`src/rtl/core/fpes_pkg.sv`:
```
// Shared types and constants of the front panel encoder scanner.
package fpes_pkg;

   localparam int NUM_ENCODERS_DEF = 7;
   localparam int MAX_ENCODERS     = 7;

   localparam int PANEL_W  = 25;
   localparam int DIRECT_W = 3;
   localparam int TIME_W   = 32;
   localparam int THRESH_W = 16;
   localparam int STEP_W   = 8;
   localparam int PRESS_W  = 4;
   localparam int CSR_IDX_W  = 2;
   localparam int CSR_DATA_W = 16;

   localparam logic [7:0] HIST_UP   = 8'b1000_0111;
   localparam logic [7:0] HIST_DOWN = 8'b0100_1011;

   localparam int BIT_STORE = 23;
   localparam int BIT_EXIT  = 22;
   localparam int BIT_PREV  = 24;

   localparam logic [PRESS_W-1:0] PRESS_NONE      = 4'd0;
   localparam logic [PRESS_W-1:0] PRESS_STORE     = 4'd1;
   localparam logic [PRESS_W-1:0] PRESS_EXIT      = 4'd2;
   localparam logic [PRESS_W-1:0] PRESS_PREV      = 4'd3;
   localparam logic [PRESS_W-1:0] PRESS_PUSH_BASE = 4'd4;

   localparam logic [CSR_IDX_W-1:0] CSR_FAST_THRESHOLD = 2'd0;
   localparam logic [CSR_IDX_W-1:0] CSR_STEP_SLOW      = 2'd1;
   localparam logic [CSR_IDX_W-1:0] CSR_STEP_FAST      = 2'd2;

   localparam logic [THRESH_W-1:0] THRESH_RESET    = 16'd100;
   localparam logic [STEP_W-1:0]   STEP_SLOW_RESET = 8'd1;
   localparam logic [STEP_W-1:0]   STEP_FAST_RESET = 8'd5;

   typedef struct packed {
      logic [PANEL_W-1:0]  panel_bits;
      logic [DIRECT_W-1:0] direct_buttons;
      logic [TIME_W-1:0]   now_ms;
   } req_type;

   typedef struct packed {
      logic [MAX_ENCODERS-1:0] turned_up;
      logic [MAX_ENCODERS-1:0] turned_down;
      logic                    turning_fast;
      logic [STEP_W-1:0]       step_size;
      logic [PRESS_W-1:0]      panel_press;
      logic [DIRECT_W-1:0]     direct_press;
   } rsp_type;

   typedef struct packed {
      logic                changed;
      logic [PRESS_W-1:0]  panel_press;
      logic [DIRECT_W-1:0] direct_press;
   } btn_status_type;

endpackage

```
`src/rtl/core/fpes_encoder_bank.sv`:
```
// Quadrature state tracking and detent detection for the rotary encoders.
module fpes_encoder_bank #(
   parameter int NUM_ENCODERS = fpes_pkg::NUM_ENCODERS_DEF
) (
   input  logic                                 clock,
   input  logic                                 reset,
   input  logic                                 update,
   input  logic                                 decode_en,
   input  logic [fpes_pkg::PANEL_W-1:0]         panel_bits,
   output logic [fpes_pkg::MAX_ENCODERS-1:0]    turned_up,
   output logic [fpes_pkg::MAX_ENCODERS-1:0]    turned_down
);
   import fpes_pkg::*;

   for (genvar k = 0; k < MAX_ENCODERS; k++) begin : g_enc
      if (k < NUM_ENCODERS) begin : g_used
         logic [1:0] state_ff;
         logic [7:0] hist_ff;
         logic [1:0] state_now;
         logic [7:0] hist_in;
         logic       moved;

         assign state_now = {panel_bits[3*k+1], panel_bits[3*k+2]};
         assign moved     = decode_en && (state_now != state_ff);
         assign hist_in   = {hist_ff[5:0], state_now};

         assign turned_up[k]   = moved && (hist_in == HIST_UP);
         assign turned_down[k] = moved && (hist_in == HIST_DOWN);

         always_ff @(posedge clock) begin
            if (reset) begin
               state_ff <= 2'b00;
               hist_ff  <= 8'h00;
            end else if (update) begin
               if (moved) begin
                  hist_ff <= hist_in;
               end
               if (decode_en) begin
                  state_ff <= state_now;
               end
            end
         end
      end else begin : g_unused
         assign turned_up[k]   = 1'b0;
         assign turned_down[k] = 1'b0;
      end
   end

endmodule

```
`src/rtl/core/fpes_button_edge.sv`:
```
// Falling edges of panel and direct buttons; priority encoding of panel presses.
module fpes_button_edge #(
   parameter int NUM_ENCODERS = fpes_pkg::NUM_ENCODERS_DEF
) (
   input  logic                            clock,
   input  logic                            reset,
   input  logic                            update,
   input  logic [fpes_pkg::PANEL_W-1:0]    panel_bits,
   input  logic [fpes_pkg::DIRECT_W-1:0]   direct_buttons,
   output fpes_pkg::btn_status_type        status
);
   import fpes_pkg::*;

   logic [PANEL_W-1:0]  prev_panel_ff;
   logic [DIRECT_W-1:0] prev_direct_ff;
   logic [PANEL_W-1:0]  falling;
   logic [PRESS_W-1:0]  press;

   assign falling = prev_panel_ff & ~panel_bits;

   always_comb begin
      press = PRESS_NONE;
      for (int k = NUM_ENCODERS - 1; k >= 0; k--) begin
         if (falling[3*k+3]) begin
            press = PRESS_PUSH_BASE + PRESS_W'(k);
         end
      end
      if (falling[BIT_PREV]) begin
         press = PRESS_PREV;
      end
      if (falling[BIT_EXIT]) begin
         press = PRESS_EXIT;
      end
      if (falling[BIT_STORE]) begin
         press = PRESS_STORE;
      end
   end

   assign status.changed      = (panel_bits != prev_panel_ff);
   assign status.panel_press  = press;
   assign status.direct_press = prev_direct_ff & ~direct_buttons;

   always_ff @(posedge clock) begin
      if (reset) begin
         prev_panel_ff  <= '0;
         prev_direct_ff <= '1;
      end else if (update) begin
         prev_panel_ff  <= panel_bits;
         prev_direct_ff <= direct_buttons;
      end
   end

endmodule

```
`src/rtl/core/fpes_speed.sv`:
```
// Turning speed tracking from the interval between detents.
module fpes_speed (
   input  logic                                clock,
   input  logic                                reset,
   input  logic                                update,
   input  logic [fpes_pkg::MAX_ENCODERS-1:0]   detents,
   input  logic [fpes_pkg::TIME_W-1:0]         now_ms,
   input  logic [fpes_pkg::THRESH_W-1:0]       threshold,
   output logic                                fast_next
);
   import fpes_pkg::*;

   logic [TIME_W-1:0] last_time_ff;
   logic              fast_ff;
   logic [TIME_W-1:0] elapsed;
   logic              any_detent;
   logic              multi_detent;

   assign elapsed      = now_ms - last_time_ff;
   assign any_detent   = |detents;
   assign multi_detent = |(detents & (detents - MAX_ENCODERS'(1)));

   // Any detent after the first in one scan sees an elapsed time of zero.
   always_comb begin
      if (!any_detent) begin
         fast_next = fast_ff;
      end else if (multi_detent) begin
         fast_next = (threshold != '0);
      end else begin
         fast_next = (elapsed < {{(TIME_W-THRESH_W){1'b0}}, threshold});
      end
   end

   always_ff @(posedge clock) begin
      if (reset) begin
         last_time_ff <= '0;
         fast_ff      <= 1'b0;
      end else if (update) begin
         fast_ff <= fast_next;
         if (any_detent) begin
            last_time_ff <= now_ms;
         end
      end
   end

endmodule

```
`src/rtl/core/front_panel_encoder_scanner.sv`:
```
// Front panel scanner: rotary encoder detents, turning speed and button presses.
//
// Each request on the req_ channel is one scan of the panel: a 25-bit
// snapshot, three active-low direct button levels and the millisecond time.
// Every request produces exactly one response on the rsp_ channel, in order,
// with the up and down detent masks, the turning speed and step size, the
// highest priority panel press and the direct button falling edges.
// A request is registered on acceptance and decoded from the input register
// against the encoder, speed and button state once the response register is
// free; the response is registered there. While rsp_ready stays high, one
// request is taken every cycle; the rate is set by the single decode stage.
// While the receiver holds rsp_ready low, the response stays in its register
// and one further request is held in the input register before req_ready
// drops. Synchronous reset clears the encoder histories and speed state, sets
// the remembered levels to panel low and direct high and loads the register
// defaults: threshold 100 ms, slow step 1 and fast step 5. The csr_ port writes
// these registers directly and is meant to be used only while no request is in flight.
module front_panel_encoder_scanner #(
   parameter int NUM_ENCODERS = fpes_pkg::NUM_ENCODERS_DEF
) (
   input  logic                               clock,
   input  logic                               reset,
   input  logic                               req_valid,
   output logic                               req_ready,
   input  fpes_pkg::req_type                  req_data,
   output logic                               rsp_valid,
   input  logic                               rsp_ready,
   output fpes_pkg::rsp_type                  rsp_data,
   input  logic                               csr_we,
   input  logic [fpes_pkg::CSR_IDX_W-1:0]     csr_index,
   input  logic [fpes_pkg::CSR_DATA_W-1:0]    csr_wdata
);
   import fpes_pkg::*;

   logic           in_valid_ff;
   logic           in_valid_in;
   req_type        in_data_ff;
   logic           rsp_valid_ff;
   logic           rsp_valid_in;
   rsp_type        rsp_data_ff;
   rsp_type        rsp_data_in;
   logic           advance;

   logic [THRESH_W-1:0] threshold_ff;
   logic [STEP_W-1:0]   step_slow_ff;
   logic [STEP_W-1:0]   step_fast_ff;

   logic [MAX_ENCODERS-1:0] turned_up;
   logic [MAX_ENCODERS-1:0] turned_down;
   btn_status_type          btn_status;
   logic                    fast_next;

   assign advance   = in_valid_ff && (!rsp_valid_ff || rsp_ready);
   assign req_ready = !in_valid_ff || advance;
   assign rsp_valid = rsp_valid_ff;
   assign rsp_data  = rsp_data_ff;

   always_comb begin
      if (req_valid && req_ready) begin
         in_valid_in = 1'b1;
      end else if (advance) begin
         in_valid_in = 1'b0;
      end else begin
         in_valid_in = in_valid_ff;
      end
      if (advance) begin
         rsp_valid_in = 1'b1;
      end else if (rsp_ready) begin
         rsp_valid_in = 1'b0;
      end else begin
         rsp_valid_in = rsp_valid_ff;
      end
   end

   fpes_button_edge #(.NUM_ENCODERS(NUM_ENCODERS)) u_buttons (
      .clock          (clock),
      .reset          (reset),
      .update         (advance),
      .panel_bits     (in_data_ff.panel_bits),
      .direct_buttons (in_data_ff.direct_buttons),
      .status         (btn_status)
   );

   fpes_encoder_bank #(.NUM_ENCODERS(NUM_ENCODERS)) u_encoders (
      .clock       (clock),
      .reset       (reset),
      .update      (advance),
      .decode_en   (btn_status.changed),
      .panel_bits  (in_data_ff.panel_bits),
      .turned_up   (turned_up),
      .turned_down (turned_down)
   );

   fpes_speed u_speed (
      .clock     (clock),
      .reset     (reset),
      .update    (advance),
      .detents   (turned_up | turned_down),
      .now_ms    (in_data_ff.now_ms),
      .threshold (threshold_ff),
      .fast_next (fast_next)
   );

   always_comb begin
      rsp_data_in.turned_up    = turned_up;
      rsp_data_in.turned_down  = turned_down;
      rsp_data_in.turning_fast = fast_next;
      rsp_data_in.step_size    = fast_next ? step_fast_ff : step_slow_ff;
      rsp_data_in.panel_press  = btn_status.panel_press;
      rsp_data_in.direct_press = btn_status.direct_press;
   end

   always_ff @(posedge clock) begin
      if (reset) begin
         in_valid_ff  <= 1'b0;
         rsp_valid_ff <= 1'b0;
      end else begin
         in_valid_ff  <= in_valid_in;
         rsp_valid_ff <= rsp_valid_in;
      end
   end

   always_ff @(posedge clock) begin
      if (req_valid && req_ready) begin
         in_data_ff <= req_data;
      end
      if (advance) begin
         rsp_data_ff <= rsp_data_in;
      end
   end

   always_ff @(posedge clock) begin
      if (reset) begin
         threshold_ff <= THRESH_RESET;
         step_slow_ff <= STEP_SLOW_RESET;
         step_fast_ff <= STEP_FAST_RESET;
      end else if (csr_we) begin
         unique case (csr_index)
            CSR_FAST_THRESHOLD: threshold_ff <= csr_wdata[THRESH_W-1:0];
            CSR_STEP_SLOW:      step_slow_ff <= csr_wdata[STEP_W-1:0];
            CSR_STEP_FAST:      step_fast_ff <= csr_wdata[STEP_W-1:0];
            default: begin
            end
         endcase
      end
   end

endmodule
```
`config.mk`:
```
export PLATFORM = sky130hd
export DESIGN_NAME = front_panel_encoder_scanner
export DESIGN_NICKNAME = d
export VERILOG_FILES = /design/src/rtl/core/fpes_pkg.sv /design/src/rtl/core/fpes_encoder_bank.sv /design/src/rtl/core/fpes_button_edge.sv /design/src/rtl/core/fpes_speed.sv /design/src/rtl/core/front_panel_encoder_scanner.sv
export SDC_FILE = /design/constraint.sdc
export NUM_CORES = 1
export LEC_CHECK = 0
export ABC_CLOCK_PERIOD_IN_PS = 4800
export BUFFER_PORTS_ARGS = -buffer_cell sky130_fd_sc_hd__buf_2
export CORE_MARGIN = 3
export CORE_UTILIZATION = 35
export CTS_CLUSTER_SIZE = 40
export DETAILED_ROUTE_END_ITERATION = 8
export PLACE_DENSITY = 0.63
export SLEW_MARGIN = 40
export SYNTH_ARGS = -nofsm -noshare
export SYNTH_HDL_FRONTEND = slang
export SYNTH_SLANG_ARGS = --single-unit
```
`constraint.sdc`:
```
create_clock -name clock -period 4.8 [get_ports clock]
set_clock_uncertainty 0.2 [all_clocks]
set_input_delay 0 -clock clock [delete_from_list [all_inputs] [get_ports clock]]
set_output_delay 0 -clock clock [all_outputs]
set_load 0.1 [all_outputs]
```
-- After elaboration in Yosys (flattened, before gate mapping)
Index checks and enable logic that the tools add are counted.
- flip-flop bits (word level): 241
- input port bits: 83
- word-level logic and storage cells: 130
- reductions and logical operators: 47
- muxes and demuxes: 16
- bitwise gates (word level): 6
- add/subtract/negate cells: 2
- equal/unequal tests: 24
- order comparisons: 1
- operators by type and width (kind ; number):
    == test 8 x 7 -> 1 bit (second input constant) ; 7
    == test 8 bit (second input constant) ; 7
    less-than comparator 32 x 16 -> 1 bit ; 1
    subtractor 32 bit ; 1
    AND 25 bit ; 1
    inequality test 25 bit ; 1
    inverter 25 bit ; 1
    AND reduction 2 bit ; 12
    logical AND 1 bit ; 23
    OR reduction 7 bit ; 3
    nonzero test 16 bit ; 1
    inequality test 2 bit ; 7
    two-way mux 3 bit ; 4
    two-way mux 4 bit ; 3
    two-way mux 8 bit ; 1
    AND 7 bit ; 1
    bitwise OR 7 bit ; 1
    subtractor 7 x 1 -> 7 bit (second input constant) ; 1
    two-way mux 1 bit ; 6
    two-way mux 2 bit ; 2
    nonzero test 2 bit ; 2
    AND 3 bit ; 1
    inverter 3 bit ; 1
    OR reduction 3 bit ; 1
    5 further kinds ; 7

-- Longest topological paths before layout
- word-level depth: 11
- gate-level depth with buffers: 21

-- By module
Synthesis repeated with hierarchy kept, for this count alone.
- cells, all modules: 1225
- area, all modules: 12218.0 um2
- modules (own cells, without submodules) (module ; sequential area each (um2) ; cells an instance ; area each (um2) ; times used):
    front_panel_encoder_scanner ; 3383.2 ; 246 ; 4289.1 ; 1
    fpes_speed ; 660.6 ; 547 ; 3806.2 ; 1
    fpes_encoder_bank ; 1121.1 ; 280 ; 2651.3 ; 1
    fpes_button_edge ; 560.5 ; 152 ; 1471.4 ; 1

-- Least setup slack after synthesis
No wires, ideal clock.
- path type: reg-to-reg
- from: register in_data_ff[3] (netlist bit)
- to: register rsp_data_ff (netlist bit rsp_data[10]), data pin
- required time: 4336 ps
- cell stages (with the launch flop): 20
- setup time: 264 ps
- arrival time: 4282 ps
- buffers on the path: 0
- slack: 55 ps
- cells stage by stage: edfxtp_1 > ha_1 > and2_4 > a221o_1 > or2_2 > a21o_1 > a21oi_1 > o21a_1 > xnor2_1 > ha_1 > nand4_1 > nor2_1 > a211o_1 > a21oi_1 > o31ai_1 > or4_1 > nor4_1 > nand4_2 > o211ai_1 > nand3_1
- RTL lines (what ; line ; text):
    start: declaration ; front_panel_encoder_scanner.sv:37 ; req_type in_data_ff;
    start signal: assignment ; front_panel_encoder_scanner.sv:125 ; in_data_ff <= req_data;
    end signal: assignment ; front_panel_encoder_scanner.sv:128 ; rsp_data_ff <= rsp_data_in;
    end: declaration ; front_panel_encoder_scanner.sv:40 ; rsp_type rsp_data_ff;

==> flow_summary.ini <==
[place]
post-dp-hpwl_microns = 20280
post-place-ws_ps = -203.3
gp_congestion = 0.9127
dpl.cell_count = 1815
port_buffers = 114
placed_area_sq_um = 13140

[global_route]
grt-ovfl-total = 0
grt_util_met3 = 0.02101
use_met2 = 0.2737
grt_pass1_wl_microns = 49680
grt_max_degree = 89
grtUsageMet1 = 0.2226
grt_pass1_vias = 10030
antenna_found_initial = 2
grt.total_usage = 0.1648
grt-busiest-layer = met2

[cts]
cts-root-buf = clkbuf_16
cts_tree = built
clock_latency_ps = 550
cts_buffers = 27
clock-sinks = 241
cts.htree.levels = 1
cts.clk_slew.worst_paths_ps = 60
cts.path.max_buffers = 3

[layout]
fill_cells = 3061
layout-drive-gt1-share = 0.1499
area_growth_pct = 33.67
final_area_sq_um = 15840
layout_commonest_cell = nand2_1
final_cell_mix = nand2_1 (199), dlygate4sd3_1 (170), dfxtp_1 (151)
finalNetCount = 1713
instances_no_fill = 2038

[hold_path]
hold_path_class = input port to flop

[drt]
drt_pass1_iterations = 5
routed_wl_microns = 30390
antenna_left = 0
wire_per_inst_microns = 14.91
drc = 0
dr_total_vias = 10110
via_per_inst = 4.961
drt-initial-drc-count = 507

[power_and_ir_drop]
p_int_mw = 3.738
switching_power_mw = 1.274
clock_power_share = 0.411
pwr-share-seq = 0.452
total_power_mw = 5.012
leakage_nw = 6.192
vdd_drop_max_v = 0.0002708
power.density_nw_per_um2 = 316.4
combinationalPowerShare = 0.137
p_sw_frac = 0.2541

[critical_path]
critPathArrivalTime_ps = 4960
critPathRequiredTime_ps = 4880
critPathLaunchType = flop
crit_fanout = 8
critical_path.slowest_cell = or4_1
critical_path_class = flop to flop
critPathMaxStageDelay_ps = 530
r2r_slack_ps = -80
path_cells = ha_4 > and2_4 > a221o_1 > or2_4 > a21o_1 > a21o_1 > xor2_1 > ha_1 > a21oi_2 > nor2_1 > a211o_1 > a21oi_2 > o31ai_1 > or4_1 > nor4_2 > buf_4 > nand4_4 > buf_6 > o211ai_1 > nand3_1
end_kind = flop

[synthesis]
synth_area_sq_um = 11850
synth_edf_count = 90
yosysWarnings = 0
yosysSeqAreaShare = 0.4831
syn_area_per_cell_sq_um = 9.376
ys.flop_type = dfxtp_1
yosys.area.top_type = dfxtp_1
ys_types = 72
syn_inst = 1264
synth_area_leaders = dfxtp_1 (26%), edfxtp_1 (23%), nand2_1 (6.3%)
syn_nets = 1404
synth_top_area_frac = 0.2551
ys_seq_elements = 241
postSynth.asyncResetShare = 0

[sta]
tightestPinTransition_ps = 755.2
setup_slack_ps = -80.08
fmax_mhz = 204.9
fin_crit_sh = 1.017
setup_viol = 8
fin_crit_ps = 4880
rsz0062_at_grt = yes
hold_viol = 0
drv_slew = 0
whs_ps = 66.02
relSlewSlack = 0.4965

[floorplanning]
initial_utilization = 0.3597
die_w_microns = 190.0
core_sq_um = 32950
die-area_sq_um = 36110
rows = 66
die_h_microns = 190.0
io-pin-count = 115

[outcome]
status = finished, violations left
failed_checks = setup timing

[flow_run]
maxCapViolCount = 0
worst paths after layout:
kind / startpoint / to / cells after the start
worst min register to register: u_speed.last_time_ff[30] / u_speed.last_time_ff[30] / 2
worst min-delay path: csr_we / step_slow_ff[0] / 3
worst max-delay path: in_data_ff[4] / rsp_data[14] / 20
worst max register to register: in_data_ff[4] / rsp_data[14] / 20
worst max-delay path: cells and delay by family (launching register included):
family | cells | cell delay, ps
AO/OA/AOI/OAI | 8 | 1460
adder cells (fa/ha/maj) | 2 | 580
flip-flops | 1 | 450
AND/OR/NAND/NOR | 7 | 1400
buffers and inverters | 2 | 350
XOR/XNOR | 1 | 140
Yosys cell counts (18+ instances only):
library cell,n
nor2_1,139
a21oi_1,126
mux2i_1,73
dfxtp_1,151
o21ai_0,27
inv_1,72
nand2_1,199
nand3_1,18
nand4_1,28
ha_1,56
xnor2_1,39
clkbuf_1,44
edfxtp_1,90
power by group through the flow:
stage	Combinational, mW	Clock [mW]	Sequential [mW]
floorplan	0.333	0	2.37
global placement	0.565	0	2.31
detailed placement	0.570	0	2.31
CTS	0.672	2.12	2.27
global route	0.751	2.21	2.28
finish	0.684	2.06	2.27
area by class of cell:
type	count	area [sq um]	area share
well taps	442	553.0	0.03491
multi-input cells	895	5712	0.3606
diodes	2	5.005	0.0003159
clock inverters	9	117.6	0.007424
flip-flops and latches	241	5725	0.3614
inverters	73	274.0	0.01730
clock buffers	41	778.2	0.04913
repair buffers	335	2676	0.1689
timing repair:
action / 4_1_cts / 5_1_grt
hold buffers: 170 / 0
endpoints found under the hold margin: 163 / 0
setup buffers: 0 / 1
gates resized for setup: 4 / 13
pin swaps: 6 / 32
gates cloned: 0 / 0
setup endpoints to repair: 10 / 10
cell families after synthesis:
kind of cell / Yosys count / synth area share
muxes: 74 / 0.06261
adders and majority gates: 57 / 0.06081
xor gates and xnor gates: 46 / 0.03400
DFF: 241 / 0.4831
buffers and inverters: 128 / 0.04234
and+or+nand+nor: 470 / 0.1856
AOI/OAI and AO/OA: 248 / 0.1315
sequential cells by signal (all words and copies together) (netlist names), 3 cells and up:
name and count:
u_speed.last_time_ff 32, step_fast_ff 8, u_encoders.g_enc.g_used.state_ff 14, u_encoders.g_enc.g_used.hist_ff 42, step_slow_ff 8, u_buttons.prev_direct_ff 3, rsp_data 30, in_data_ff 60
u_buttons.prev_panel_ff 25, threshold_ff 16
metal layers:
| metal | routed length, microns | up-vias | share of wire |
|---|---|---|---|
| met5 | 0 | - | 0 |
| met3 | 1329 | 62 | 0.044 |
| li1 | - | 5083 | - |
| met1 | 14300 | 4738 | 0.47 |
| met4 | 944 | 0 | 0.031 |
| met2 | 13820 | 227 | 0.45 |
stage by stage:
step | utilization | TNS [ps]
6_report | 0.4808 | -483.4
3_5_place_dp | 0.3988 | -1687
2_1_floorplan | - | 0
4_1_cts | 0.4787 | 0
5_1_grt | 0.4808 | -2311
3_3_place_gp | 0.3986 | -777.4
Note: power is estimated with default switching activity, not from simulation.
